$ cat src/hdl/sfs_pkg.sv
// shared types and constants of the sprite frame sequencer
package sfs_pkg;

  localparam int unsigned FRAME_W    = 13;
  localparam int unsigned COL_W      = 6;
  localparam int unsigned DIM_W      = 7;
  localparam int unsigned FIRST_W    = 6;
  localparam int unsigned LEN_W      = 12;
  localparam int unsigned PERIOD_W   = 24;
  localparam int unsigned MODE_W     = 2;
  localparam int unsigned CFG_IDX_W  = 3;
  localparam int unsigned CFG_DATA_W = 24;

  // request codes carried by an input beat
  typedef enum logic [MODE_W-1:0] {
    MODE_TICK = 2'd0,
    MODE_PLAY = 2'd1,
    MODE_STOP = 2'd2
  } sfs_mode_e;

  // configuration register indexes
  typedef enum logic [CFG_IDX_W-1:0] {
    CFG_GRID_COLUMNS = 3'd0,
    CFG_GRID_ROWS    = 3'd1,
    CFG_FIRST_COLUMN = 3'd2,
    CFG_FIRST_ROW    = 3'd3,
    CFG_RUN_LENGTH   = 3'd4,
    CFG_FRAME_PERIOD = 3'd5,
    CFG_REVERSE      = 3'd6
  } sfs_cfg_reg_e;

  // sequencer states
  typedef enum logic [2:0] {
    ST_IDLE,
    ST_PREP,
    ST_LAUNCH,
    ST_TDIV,
    ST_GDIV,
    ST_HOLD
  } sfs_state_e;

  // status of a serial divider
  typedef struct packed {
    logic busy;
    logic done;
    logic qbit;
  } sfs_div_stat_t;

endpackage

$ cat src/hdl/sfs_in_if.sv
// input channel: request beats into the sequencer
interface sfs_in_if #(
  parameter int unsigned TIME_BITS = 16
);
  logic                 valid;
  logic                 ready;
  logic [1:0]           mode;
  logic [TIME_BITS-1:0] elapsed;

  modport source (output valid, output mode, output elapsed, input ready);
  modport sink   (input valid, input mode, input elapsed, output ready);
endinterface

$ cat src/hdl/sfs_out_if.sv
// output channel: frame report beats from the sequencer
interface sfs_out_if;
  logic        valid;
  logic        ready;
  logic [12:0] frame_index;
  logic [5:0]  column;
  logic [12:0] row;
  logic        is_playing;
  logic        frame_changed;

  modport source (output valid, output frame_index, output column, output row,
                  output is_playing, output frame_changed, input ready);
  modport sink   (input valid, input frame_index, input column, input row,
                  input is_playing, input frame_changed, output ready);
endinterface

$ cat src/hdl/sfs_sdiv.sv
// bit-serial restoring divider, one quotient bit per cycle, msb first
module sfs_sdiv import sfs_pkg::*; #(
  parameter int unsigned DW = 13,
  parameter int unsigned VW = 7
) (
  input  logic          clk_i,
  input  logic          rst_ni,
  input  logic          start_i,
  input  logic [DW-1:0] dividend_i,
  input  logic [VW-1:0] divisor_i,
  output sfs_div_stat_t stat_o,
  output logic [DW-1:0] quot_o,
  output logic [VW-1:0] rem_o
);

  localparam int unsigned CntW = $clog2(DW + 1);

  logic [DW-1:0]   dvd_q, quot_q;
  logic [VW-1:0]   rem_q, div_q, rem_nx;
  logic [CntW-1:0] cnt_q;
  logic            done_q, busy, ge;
  logic [VW:0]     trial, diff;

  // one restoring step: bring down the next dividend bit
  assign busy   = (cnt_q != '0);
  assign trial  = {rem_q, dvd_q[DW-1]};
  assign ge     = (trial >= {1'b0, div_q});
  assign diff   = trial - {1'b0, div_q};
  assign rem_nx = ge ? diff[VW-1:0] : trial[VW-1:0];

  // step counter and completion pulse
  always_ff @(posedge clk_i or negedge rst_ni) begin
    if (!rst_ni) begin
      cnt_q  <= '0;
      done_q <= 1'b0;
    end else begin
      done_q <= busy && (cnt_q == CntW'(1));
      if (start_i) begin
        cnt_q <= CntW'(DW);
      end else if (busy) begin
        cnt_q <= cnt_q - CntW'(1);
      end
    end
  end

  // dividend shift register, partial remainder and quotient
  always_ff @(posedge clk_i) begin
    if (start_i) begin
      dvd_q  <= dividend_i;
      div_q  <= divisor_i;
      rem_q  <= '0;
      quot_q <= '0;
    end else if (busy) begin
      dvd_q  <= dvd_q << 1;
      rem_q  <= rem_nx;
      quot_q <= {quot_q[DW-2:0], ge};
    end
  end

  assign stat_o.busy = busy;
  assign stat_o.done = done_q;
  assign stat_o.qbit = ge;
  assign quot_o      = quot_q;
  assign rem_o       = rem_q;

endmodule

$ cat src/hdl/sprite_frame_sequencer.sv
// Sprite sheet flipbook sequencer: tick / play / stop requests step a frame run.
// A tick that advances steps through PREP, LAUNCH, TDIV, GDIV and HOLD; any other
// request skips TDIV. TDIV is the serial divide of the time accumulator by the frame
// period, GDIV the serial divide of the frame by the column count. HOLD waits for a
// free output register; a new beat is taken only once the result has been loaded.
// Reset is asynchronous: frame, accumulator and play flag clear, registers load defaults.
module sprite_frame_sequencer import sfs_pkg::*; #(
  parameter int unsigned GRID_DIM  = 64,
  parameter int unsigned TIME_BITS = 16
) (
  input  logic                  clk_i,
  input  logic                  rst_ni,
  input  logic                  cfg_we_i,
  input  logic [CFG_IDX_W-1:0]  cfg_idx_i,
  input  logic [CFG_DATA_W-1:0] cfg_data_i,
  sfs_in_if.sink                in_i,
  sfs_out_if.source             out_o
);

  localparam int unsigned AccW = ((TIME_BITS > PERIOD_W) ? TIME_BITS : PERIOD_W) + 1;
  localparam int unsigned EndW = FRAME_W + 1;

  // configuration registers
  logic [DIM_W-1:0]    cols_q, rows_q, cols_d, rows_d;
  logic [FIRST_W-1:0]  fcol_q, frow_q, fcol_d, frow_d;
  logic [LEN_W-1:0]    len_q, len_d;
  logic [PERIOD_W-1:0] period_q, period_d;
  logic                rev_q, rev_d;

  // animation state
  sfs_state_e          state_q, state_d;
  logic [FRAME_W-1:0]  frame_q, frame_d;
  logic [PERIOD_W-1:0] accum_q, accum_d;
  logic                play_q, play_d;
  logic                out_valid_q, out_valid_d;

  // per-beat working registers
  logic [MODE_W-1:0]    mode_q, mode_d;
  logic [TIME_BITS-1:0] elap_q, elap_d;
  logic [FRAME_W-1:0]   start_q, start_d;
  logic [LEN_W-1:0]     off_q, off_d, nm_q, nm_d;
  logic                 chg_q, chg_d;

  // output payload
  logic [FRAME_W-1:0] o_frame_q, o_frame_d, o_row_q, o_row_d;
  logic [COL_W-1:0]   o_col_q, o_col_d;
  logic               o_play_q, o_play_d, o_chg_q, o_chg_d;

  // dividers
  sfs_div_stat_t       tstat, gstat;
  logic                tstart, gstart;
  logic [AccW-1:0]     tsum, tquot;
  logic [PERIOD_W-1:0] trem;
  logic [FRAME_W-1:0]  gquot;
  logic [DIM_W-1:0]    grem;

  // helpers
  logic [EndW-1:0]    end_v, cur_adj, new_sum;
  logic               cur_out, can_adv;
  logic [LEN_W:0]     nm2, fwd, bwd;
  logic [LEN_W-1:0]   new_off;
  logic [FRAME_W-1:0] new_frame;
  logic               out_free;

  assign out_free = !out_valid_q || out_o.ready;

  // run bounds and the tick gate
  always_comb begin
    end_v   = {1'b0, start_q} + EndW'(len_q) - EndW'(1);
    cur_out = (frame_q < start_q) || ({1'b0, frame_q} > end_v);
    can_adv = play_q && (elap_q != '0) && (cols_q != '0) && (rows_q != '0) &&
              (len_q != '0) && (period_q != '0);
    if (cur_out) begin
      cur_adj = rev_q ? end_v : {1'b0, start_q};
    end else begin
      cur_adj = {1'b0, frame_q};
    end
    tsum = AccW'(accum_q) + AccW'(elap_q);
  end

  // new position in the run from the offset and the wrapped frame count
  always_comb begin
    nm2 = {nm_q, tstat.qbit};
    fwd = {1'b0, off_q} + {1'b0, nm_q};
    if (off_q >= nm_q) begin
      bwd = {1'b0, off_q} - {1'b0, nm_q};
    end else begin
      bwd = {1'b0, off_q} + {1'b0, len_q} - {1'b0, nm_q};
    end
    if (rev_q) begin
      new_off = bwd[LEN_W-1:0];
    end else if (fwd >= {1'b0, len_q}) begin
      new_off = LEN_W'(fwd - {1'b0, len_q});
    end else begin
      new_off = fwd[LEN_W-1:0];
    end
    new_sum   = {1'b0, start_q} + EndW'(new_off);
    new_frame = new_sum[FRAME_W-1:0];
  end

  // configuration writes
  always_comb begin
    cols_d   = cols_q;
    rows_d   = rows_q;
    fcol_d   = fcol_q;
    frow_d   = frow_q;
    len_d    = len_q;
    period_d = period_q;
    rev_d    = rev_q;
    if (cfg_we_i) begin
      case (cfg_idx_i)
        CFG_GRID_COLUMNS: begin
          cols_d = (32'(cfg_data_i[DIM_W-1:0]) > GRID_DIM) ? DIM_W'(GRID_DIM)
                                                           : cfg_data_i[DIM_W-1:0];
        end
        CFG_GRID_ROWS: begin
          rows_d = (32'(cfg_data_i[DIM_W-1:0]) > GRID_DIM) ? DIM_W'(GRID_DIM)
                                                           : cfg_data_i[DIM_W-1:0];
        end
        CFG_FIRST_COLUMN: fcol_d   = cfg_data_i[FIRST_W-1:0];
        CFG_FIRST_ROW:    frow_d   = cfg_data_i[FIRST_W-1:0];
        CFG_RUN_LENGTH:   len_d    = cfg_data_i[LEN_W-1:0];
        CFG_FRAME_PERIOD: period_d = cfg_data_i[PERIOD_W-1:0];
        CFG_REVERSE:      rev_d    = cfg_data_i[0];
        default: ;
      endcase
    end
  end

  // sequencer: next state and outputs
  always_comb begin
    state_d     = state_q;
    frame_d     = frame_q;
    accum_d     = accum_q;
    play_d      = play_q;
    out_valid_d = out_valid_q && !out_o.ready;
    mode_d      = mode_q;
    elap_d      = elap_q;
    start_d     = start_q;
    off_d       = off_q;
    nm_d        = nm_q;
    chg_d       = chg_q;
    o_frame_d   = o_frame_q;
    o_col_d     = o_col_q;
    o_row_d     = o_row_q;
    o_play_d    = o_play_q;
    o_chg_d     = o_chg_q;
    tstart      = 1'b0;
    gstart      = 1'b0;

    case (state_q)
      ST_IDLE: begin
        if (in_i.valid) begin
          mode_d  = in_i.mode;
          elap_d  = in_i.elapsed;
          state_d = ST_PREP;
        end
      end

      // first frame of the run
      ST_PREP: begin
        start_d = FRAME_W'(FRAME_W'(frow_q) * FRAME_W'(cols_q)) + FRAME_W'(fcol_q);
        state_d = ST_LAUNCH;
      end

      ST_LAUNCH: begin
        chg_d = 1'b0;
        nm_d  = '0;
        off_d = LEN_W'(cur_adj - {1'b0, start_q});
        case (mode_q)
          MODE_TICK: begin
            if (can_adv) begin
              tstart  = 1'b1;
              state_d = ST_TDIV;
            end
          end
          MODE_PLAY: begin
            if (!play_q && (cols_q != '0) && (rows_q != '0)) begin
              frame_d = rev_q ? FRAME_W'(start_q + FRAME_W'(len_q) - FRAME_W'(1))
                              : start_q;
              accum_d = '0;
              play_d  = 1'b1;
              chg_d   = 1'b1;
            end
          end
          MODE_STOP: play_d = 1'b0;
          default: ;
        endcase
        if (!tstart) begin
          gstart  = 1'b1;
          state_d = ST_GDIV;
        end
      end

      // whole periods stream out msb first, folded modulo the run length
      ST_TDIV: begin
        if (tstat.busy) begin
          nm_d = (nm2 >= {1'b0, len_q}) ? LEN_W'(nm2 - {1'b0, len_q}) : nm2[LEN_W-1:0];
        end
        if (tstat.done) begin
          frame_d = new_frame;
          accum_d = trem;
          chg_d   = (new_frame != frame_q);
          gstart  = 1'b1;
          state_d = ST_GDIV;
        end
      end

      ST_GDIV: begin
        if (gstat.done) begin
          state_d = ST_HOLD;
        end
      end

      // load the output register once it is free
      ST_HOLD: begin
        if (out_free) begin
          out_valid_d = 1'b1;
          o_frame_d   = frame_q;
          o_col_d     = (cols_q != '0) ? grem[COL_W-1:0] : '0;
          o_row_d     = (cols_q != '0) ? gquot : '0;
          o_play_d    = play_q;
          o_chg_d     = chg_q;
          state_d     = ST_IDLE;
        end
      end

      default: state_d = ST_IDLE;
    endcase
  end

  // control and state registers
  always_ff @(posedge clk_i or negedge rst_ni) begin
    if (!rst_ni) begin
      state_q     <= ST_IDLE;
      cols_q      <= DIM_W'(1);
      rows_q      <= DIM_W'(1);
      fcol_q      <= '0;
      frow_q      <= '0;
      len_q       <= LEN_W'(1);
      period_q    <= '0;
      rev_q       <= 1'b0;
      frame_q     <= '0;
      accum_q     <= '0;
      play_q      <= 1'b0;
      out_valid_q <= 1'b0;
    end else begin
      state_q     <= state_d;
      cols_q      <= cols_d;
      rows_q      <= rows_d;
      fcol_q      <= fcol_d;
      frow_q      <= frow_d;
      len_q       <= len_d;
      period_q    <= period_d;
      rev_q       <= rev_d;
      frame_q     <= frame_d;
      accum_q     <= accum_d;
      play_q      <= play_d;
      out_valid_q <= out_valid_d;
    end
  end

  // working and payload registers
  always_ff @(posedge clk_i) begin
    mode_q    <= mode_d;
    elap_q    <= elap_d;
    start_q   <= start_d;
    off_q     <= off_d;
    nm_q      <= nm_d;
    chg_q     <= chg_d;
    o_frame_q <= o_frame_d;
    o_col_q   <= o_col_d;
    o_row_q   <= o_row_d;
    o_play_q  <= o_play_d;
    o_chg_q   <= o_chg_d;
  end

  // accumulator over frame period
  sfs_sdiv #(
    .DW (AccW),
    .VW (PERIOD_W)
  ) u_tdiv (
    .clk_i      (clk_i),
    .rst_ni     (rst_ni),
    .start_i    (tstart),
    .dividend_i (tsum),
    .divisor_i  (period_q),
    .stat_o     (tstat),
    .quot_o     (tquot),
    .rem_o      (trem)
  );

  // frame over grid columns
  sfs_sdiv #(
    .DW (FRAME_W),
    .VW (DIM_W)
  ) u_gdiv (
    .clk_i      (clk_i),
    .rst_ni     (rst_ni),
    .start_i    (gstart),
    .dividend_i (frame_d),
    .divisor_i  (cols_q),
    .stat_o     (gstat),
    .quot_o     (gquot),
    .rem_o      (grem)
  );

  // the full quotient of the tick divide is only needed bit by bit
  logic tquot_unused;
  assign tquot_unused = ^tquot;

  // channel hookup
  assign in_i.ready          = (state_q == ST_IDLE);
  assign out_o.valid         = out_valid_q;
  assign out_o.frame_index   = o_frame_q;
  assign out_o.column        = o_col_q;
  assign out_o.row           = o_row_q;
  assign out_o.is_playing    = o_play_q;
  assign out_o.frame_changed = o_chg_q;

endmodule
$ cat src/flat_wrapper.sv
// flat-port wrapper written by rule: the top's interface ports become plain ports
module sprite_frame_sequencer_flat import sfs_pkg::*;
#(
  parameter int unsigned GRID_DIM  = 64,
  parameter int unsigned TIME_BITS = 16
)
  (clk_i, rst_ni, cfg_we_i, cfg_idx_i, cfg_data_i, in_i_valid, in_i_mode, in_i_elapsed, in_i_ready, out_o_valid, out_o_frame_index, out_o_column, out_o_row, out_o_is_playing, out_o_frame_changed, out_o_ready);
  sfs_in_if #(.TIME_BITS(TIME_BITS)) in_i_i ();
  sfs_out_if out_o_i ();
  input  logic clk_i;
  input  logic rst_ni;
  input  logic cfg_we_i;
  input  logic [CFG_IDX_W-1:0] cfg_idx_i;
  input  logic [CFG_DATA_W-1:0] cfg_data_i;
  input wire logic [$bits(in_i_i.valid)-1:0] in_i_valid;
  input wire logic [$bits(in_i_i.mode)-1:0] in_i_mode;
  input wire logic [$bits(in_i_i.elapsed)-1:0] in_i_elapsed;
  output wire logic [$bits(in_i_i.ready)-1:0] in_i_ready;
  output wire logic [$bits(out_o_i.valid)-1:0] out_o_valid;
  output wire logic [$bits(out_o_i.frame_index)-1:0] out_o_frame_index;
  output wire logic [$bits(out_o_i.column)-1:0] out_o_column;
  output wire logic [$bits(out_o_i.row)-1:0] out_o_row;
  output wire logic [$bits(out_o_i.is_playing)-1:0] out_o_is_playing;
  output wire logic [$bits(out_o_i.frame_changed)-1:0] out_o_frame_changed;
  input wire logic [$bits(out_o_i.ready)-1:0] out_o_ready;
  assign in_i_i.valid = in_i_valid;
  assign in_i_i.mode = in_i_mode;
  assign in_i_i.elapsed = in_i_elapsed;
  assign in_i_ready = in_i_i.ready;
  assign out_o_valid = out_o_i.valid;
  assign out_o_frame_index = out_o_i.frame_index;
  assign out_o_column = out_o_i.column;
  assign out_o_row = out_o_i.row;
  assign out_o_is_playing = out_o_i.is_playing;
  assign out_o_frame_changed = out_o_i.frame_changed;
  assign out_o_i.ready = out_o_ready;
  sprite_frame_sequencer #(.GRID_DIM(GRID_DIM), .TIME_BITS(TIME_BITS)) u_core (.clk_i(clk_i), .rst_ni(rst_ni), .cfg_we_i(cfg_we_i), .cfg_idx_i(cfg_idx_i), .cfg_data_i(cfg_data_i), .in_i(in_i_i), .out_o(out_o_i));
endmodule
$ cat config.mk
export PLATFORM = sky130hd
export DESIGN_NAME = sprite_frame_sequencer_flat
export DESIGN_NICKNAME = d
export VERILOG_FILES = /design/src/hdl/sfs_pkg.sv /design/src/hdl/sfs_in_if.sv /design/src/hdl/sfs_out_if.sv /design/src/hdl/sfs_sdiv.sv /design/src/hdl/sprite_frame_sequencer.sv /design/src/flat_wrapper.sv
export SDC_FILE = /design/constraint.sdc
export NUM_CORES = 1
export LEC_CHECK = 0
export BUFFER_PORTS_ARGS = -buffer_cell sky130_fd_sc_hd__buf_2
export CAP_MARGIN = 20
export CORE_MARGIN = 2
export CORE_UTILIZATION = 43
export CTS_CLUSTER_DIAMETER = 200
export DETAILED_ROUTE_END_ITERATION = 10
export HOLD_SLACK_MARGIN = 0.06
export PLACE_DENSITY_LB_ADDON = 0.12
export SYNTH_ARGS = -nofsm -noshare
export SYNTH_HDL_FRONTEND = slang
export SYNTH_SLANG_ARGS = --single-unit
$ cat constraint.sdc
create_clock -name clk_i -period 6.7 [get_ports clk_i]
set_input_delay 1.005 -clock clk_i [delete_from_list [all_inputs] [get_ports clk_i]]
set_output_delay 1.005 -clock clk_i [all_outputs]
set_load 0.01 [all_outputs]
; Word level (Yosys, flattened, before mapping)
; Index checks and enable logic that the tools add are counted.
[word_totals]
reg_bits = 319
in_bits = 50
[op_classes]
reduce_logical = 43
n_addsub = 18
mul = 1
muxes = 51
n_eq_ne = 26
order_cmp = 8
[ops]
columns = cell, n
row1 = 2-to-1 mux 24 bit, 4
row2 = 2-to-1 mux 12 bit, 7
row3 = 2-to-1 mux 13 bit, 6
row4 = subtractor 12 bit, 5
row5 = 2-to-1 mux 25 bit, 2
row6 = one-hot mux 24 bit (2 select lines), 1
row7 = adder 13 x 12 -> 13 bit, 2
row8 = greater-or-equal comparator 13 x 12 -> 1 bit, 2
row9 = one-hot mux 13 bit (2 select lines), 1
row10 = adder 24 x 16 -> 25 bit, 1
row11 = greater-or-equal comparator 25 x 24 -> 1 bit, 1
row12 = one-hot mux 12 bit (2 select lines), 1
row13 = nonzero test 24 bit, 1
row14 = subtractor 24 bit, 1
row15 = AND reduction 2 bit, 11
row16 = 2-to-1 mux 3 bit, 7
row17 = one-hot mux 3 bit (6 select lines), 1
row18 = nonzero test 16 bit, 1
row19 = == test 3 bit (second input constant), 5
row20 = adder 13 x 12 -> 14 bit, 1
row21 = greater-than comparator 13 x 14 -> 1 bit, 1
row22 = 2-to-1 mux 7 bit, 2
row23 = nonzero test 7 bit, 2
row24 = subtractor 14 x 1 -> 14 bit (second input constant), 1
row25 = other kinds (39), 80

; Logic depth before layout (Yosys ltp)
[logic_depth]
depth_word = 12
depth_mapped = 30
depth_no_buf = 29

; By module
; A second synthesis with hierarchy kept.
[unflattened]
cells_unflattened = 2432
area_unflattened_um2 = 23458.7
[by_module_without_submodules]
columns = module, instances, area_each_um2, seq_area_each_um2, cells_per_inst
row1 = sprite_frame_sequencer, 1, 15884.0, 5333.9, 1692
row2 = sfs_sdiv (u_core.u_tdiv), 1, 5411.4, 2602.5, 534
row3 = sfs_sdiv (u_core.u_gdiv), 1, 2163.3, 1126.1, 206

; Worst setup path before layout
; Ideal clock, no wire load.
[synth_timing]
path_type = register to register
start = reg u_core.nm_q[1]
end = reg u_core.chg_q (data pin)
stages_incl_launch_ff = 28
path_buffers = 1
slack_ns = 0.388
arrival_ns = 6.052
required_time_ns = 6.440
setup_ns = 0.260
path_cell_list = edfxtp_1 -> inv_1 -> ha_1 -> nand2b_1 -> a221oi_1 -> o41ai_1 -> o41ai_1 -> nor2_1 -> xnor2_1 -> ha_1 -> clkbuf_1 -> nand4_1 -> o31ai_1 -> nor4_1 -> and3_1 -> o21ai_2 -> mux2_2 -> o21ai_0 -> ha_1 -> fa_1 -> a211oi_2 -> o21bai_1 -> a221o_1 -> a21oi_2 -> xnor3_1 -> a2111o_1 -> nor4_1 -> nor2_1
[synth_between]
elab_chain_len = 8
[synth_lines]
columns = item, line
row1 = "start, declared", sprite_frame_sequencer.sv:41  ; logic [LEN_W-1:0] off_q, off_d, nm_q, nm_d;
row2 = "start signal, assigned", sprite_frame_sequencer.sv:269  ; nm_q <= nm_d;
row3 = adder 12 x 12 -> 13 bit, sprite_frame_sequencer.sv:84  ; fwd = {1'b0, off_q} + {1'b0, nm_q};
row4 = subtractor 12 bit / greater-or-equal comparator 13 x 12 -> 1 bit (equally long branches), "sprite_frame_sequencer.sv:93, sprite_frame_sequencer.sv:92"
row5 = 2-to-1 mux 12 bit, sprite_frame_sequencer.sv:92  ; end else if (fwd >= {1'b0, len_q}) begin
row6 = 2-to-1 mux 12 bit *, sprite_frame_sequencer.sv:90  ; if (rev_q) begin
row7 = adder 13 x 12 -> 13 bit *, sprite_frame_sequencer.sv:97  ; new_sum = {1'b0, start_q} + EndW'(new_off);
row8 = != test 13 bit *, sprite_frame_sequencer.sv:203  ; chg_d = (new_frame != frame_q);
row9 = 2-to-1 mux 1 bit *, sprite_frame_sequencer.sv:200  ; if (tstat.done) begin
row10 = one-hot mux 1 bit (2 select lines) *, sprite_frame_sequencer.sv:151  ; case (state_q)
row11 = named net u_core.chg_d, sprite_frame_sequencer.sv:42  ; logic chg_q, chg_d;
row12 = "end signal, assigned", sprite_frame_sequencer.sv:270  ; chg_q <= chg_d;
row13 = "end, declared", sprite_frame_sequencer.sv:42
; The timed path passes the listed nets; every way through them passes the cells marked *. The select of a mux whose other input is x is not followed.
; A chain may end at the register's enable or synchronous reset.

; Final worst setup path
; Same ends and word-level chain as after synthesis.

==> impl_metrics.csv <==
group,metric,value,unit
cells_and_area,fin_util,48.7,%
cts,clockBufferDepth,3,
synthesis,synth_edf_count,159,
detailed_routing,vias,18000,
detailed_routing,drc,0,
cells_and_area,design_area,25600,um2
cts,cts_buffers,38,
global_route,grt_use_total,23.3,%
sta,hold_viol,0,
worst_setup_path,path_buf_inv,2,
synthesis,yosys_warnings,0,
worst_setup_path,required,7.00,ns
worst_setup_path,startpoint_type,"flip-flop",
synthesis,netlist_top_cells_count,"nand2_1, inv_1, ha_1",
global_route,grt_max_degree,76,
cts,cts_tree,"done",
cells_and_area,area_growth,12.0,%
sta,slew_headroom,31.9,%
run,maxCapViolations,0,
cts,cts_hold_buf,0,
cells_and_area,antenna_cells,0,
cts,clk_latency,0.57,ns
worst_setup_path,path_delay_family,"compound AO/OA/AOI/OAI gates",
die,dieArea,55000,um2
detailed_routing,dr.pass1.iters,6,
status,status,"finished, final reports clean",
placement,place.port_buffers,85,
global_route,grt_pass1_vias,17700,
placement,gp_congestion,0.893,
sta,fin_setup_tns,0,ns
die,die_h,234,um
worst_setup_path,worstSetupPathType,"reg2reg",
sta,period_minus_slack,6.36,ns
synthesis,async_flop_share,36.4,%
global_route,grt_pass1_wl,99100,um
synthesis,avgSynthCellArea,9.43,um2
synthesis,yosysMostFrequentCell,"nand2_1",
die,io_pins,86,
die,start_util,43.5,%
synthesis,synth_nets,2735,
detailed_routing,antenna_left,0,
die,num_rows,84,
worst_setup_path,crit_slowest_cell,"o41ai_2",
sta,finClkSkew,0.0252,ns
worst_setup_path,cp_max_fo,9,
cts,path_clk_slew,0.06,ns
sta,clock.fmax,0.157,GHz
die,core_area,52600,um2
placement,dpl.hpwl,48600,um
worst_setup_path,cp_num_cells,27,
synthesis,yosys.area.top_type_share,20.9,%
synthesis,synthCells,2422,
detailed_routing,routed_wl,63800,um
die,die_w,234,um
worst_setup_path,worst_ep_arrival_time,6.66,ns
sta,timing.final.crit_share,95.0,%
cts,cts_root_buf,"clkbuf_16",
synthesis,syn_area,22800,um2
cells_and_area,nets,2831,
synthesis,synth_top_cell_by_area,"edfxtp_1",
sta,slew_violations,0,
hold_path,hp-class,"in2async",
cts,cts_num_sinks,319,
synthesis,synth_ff_type,"edfxtp_1",
global_route,antenna_found_initial,1,
cells_and_area,drive_gt1_share,12.5,%
detailed_routing,drtIter0Drc,1149,
worst_setup_path,reg2regPathDepth,27,
synthesis,ys_ff_latch,319,
placement,place_area,24100,um2
cts,cts_max_level,2,
worst_setup_path,cp-startpoint,"u_core.nm_q[1]",
sta,setup_viol,0,
worst_setup_path,rr_startpoint,"u_core.nm_q[1]",
sta,fin_worst_hold_slack,0.369,ns
sta,worst_pin_slew,1.02,ns
synthesis,yosysUniqueCellTypes,98,
worst_setup_path,cpPeakStageDelay,0.42,ns
synthesis,synthTopCellsByArea,"edfxtp_1, dfrtp_1, ha_1",
global_route,gr-total-overflow,0,
detailed_routing,post_drt_wl_per_cell,19.7,um
synthesis,synth-seq-area-share,37.5,%
worst_setup_path,endpoint_kind,"flip-flop",
detailed_routing,vias_per_cell,5.55,
state kept, by name (all words and copies together) (netlist names), 5 cells and up:
name	count
u_core.off_q	12
u_core.start_q	13
u_core.frow_q	6
u_core.nm_q	12
u_core.len_q	12
u_core.rows_q	7
u_core.cols_q	7
u_core.u_gdiv.quot_o	13
u_core.u_tdiv.rem_o	24
u_core.out_o.frame_index	13
u_core.u_gdiv.div_q	7
u_core.out_o.row	13
u_core.fcol_q	6
u_core.elap_q	16
u_core.u_gdiv.rem_o	7
u_core.u_tdiv.div_q	24
u_core.frame_q	13
u_core.u_tdiv.cnt_q	5
u_core.u_tdiv.dvd_q	25
u_core.accum_q	24
u_core.out_o.column	6
u_core.u_gdiv.dvd_q	13
u_core.period_q	24
layout make-up:
cell class,instances,area [um2]
Fill cell,5040,27000
Multi-Input combinational cell,1789,13200
Sequential cell,319,8560
Clock buffer,52,1120
Inverter,234,878
Tap cell,688,861
Timing Repair Buffer,136,815
Clock inverter,18,143
cells in the final DEF, fill, tap and decap left out, drive strengths merged, types with 9 or more instances in the layout:
cell | synthesis | layout
mux2 | 60 | 60
clkbuf | 51 | 52
o41ai | 10 | 10
and2 | 45 | 45
edfxtp | 159 | 159
xor2 | 50 | 50
dfrtp | 113 | 113
a31oi | 17 | 17
o211ai | 17 | 17
mux2i | 34 | 34
a21oi | 151 | 151
nor4 | 25 | 25
buf | 29 | 136
a211oi | 31 | 31
o31ai | 12 | 12
a21o | 33 | 33
xnor2 | 73 | 73
clkinv | 0 | 11
ha | 218 | 218
or3 | 20 | 20
nor3 | 63 | 63
nand2 | 253 | 253
nor2b | 31 | 31
and3 | 15 | 15
fa | 45 | 45
inv | 234 | 238
o21ai | 168 | 168
nand2b | 25 | 25
o21bai | 16 | 16
nand4 | 18 | 18
o21a | 20 | 20
or4 | 9 | 9
nand3 | 58 | 58
nor2 | 147 | 147
dfxtp | 44 | 44
path summary, 6_finish.rpt:
| path | end | slack (ns) |
|---|---|---|
| min in group clk_i | u_core.out_o.frame_changed | 0.42 |
| worst min-delay path | u_core.accum_q[21] | 0.37 |
| worst min register to register | u_core.out_o.frame_changed | 0.42 |
| worst max-delay path | u_core.chg_q | 0.34 |
| worst max register to register | u_core.chg_q | 0.34 |
| max in group asynchronous | u_core.frame_q[2] | 5.33 |
through the flow:
stage | cells | setup WS [ns]
3_5_place_dp | 3160 | -0.0273
6_report | 3236 | 0.337
2_1_floorplan | 2422 | 0.388
4_1_cts | 3230 | 0.0263
3_3_place_gp | 3160 | 0.121
5_1_grt | 3236 | -0.0130
metal layers:
| layer | GRT usage [%] | vias to the layer above | wire length [um] |
|---|---|---|---|
| li1 | - | 8837 | - |
| met1 | 30.7 | 8672 | 28300 |
| met2 | 39.9 | 357 | 31100 |
| met3 | 3.39 | 99 | 2740 |
| met4 | 6.25 | 2 | 1610 |
| met5 | 0 | - | 10 |
cells by family (layout without fill, tap and decap cells):
kind of cell	Yosys count	after routing	share of synthesized area (%)
multiplexers	94	94	4.46
flip-flops	319	319	37.5
XOR/XNOR	126	126	5.01
adder cells (fa/ha/maj)	263	263	15.9
AO/OA/AOI/OAI	569	569	16.2
AND/OR/NAND/NOR	737	737	15.5
buffers and inverters	314	440	5.45
what timing repair did:
action / 4_1_cts / 5_1_grt
hold endpoints to repair: 0 / 0
setup buffers: 0 / 6
cloned: 0 / 0
pin swaps: 0 / 8
endpoints found under the setup margin: 2 / 12
gates resized for setup: 1 / 29
Power is not shown: default switching activity piles up to over one toggle a cycle in this logic, so the estimate is an artifact.
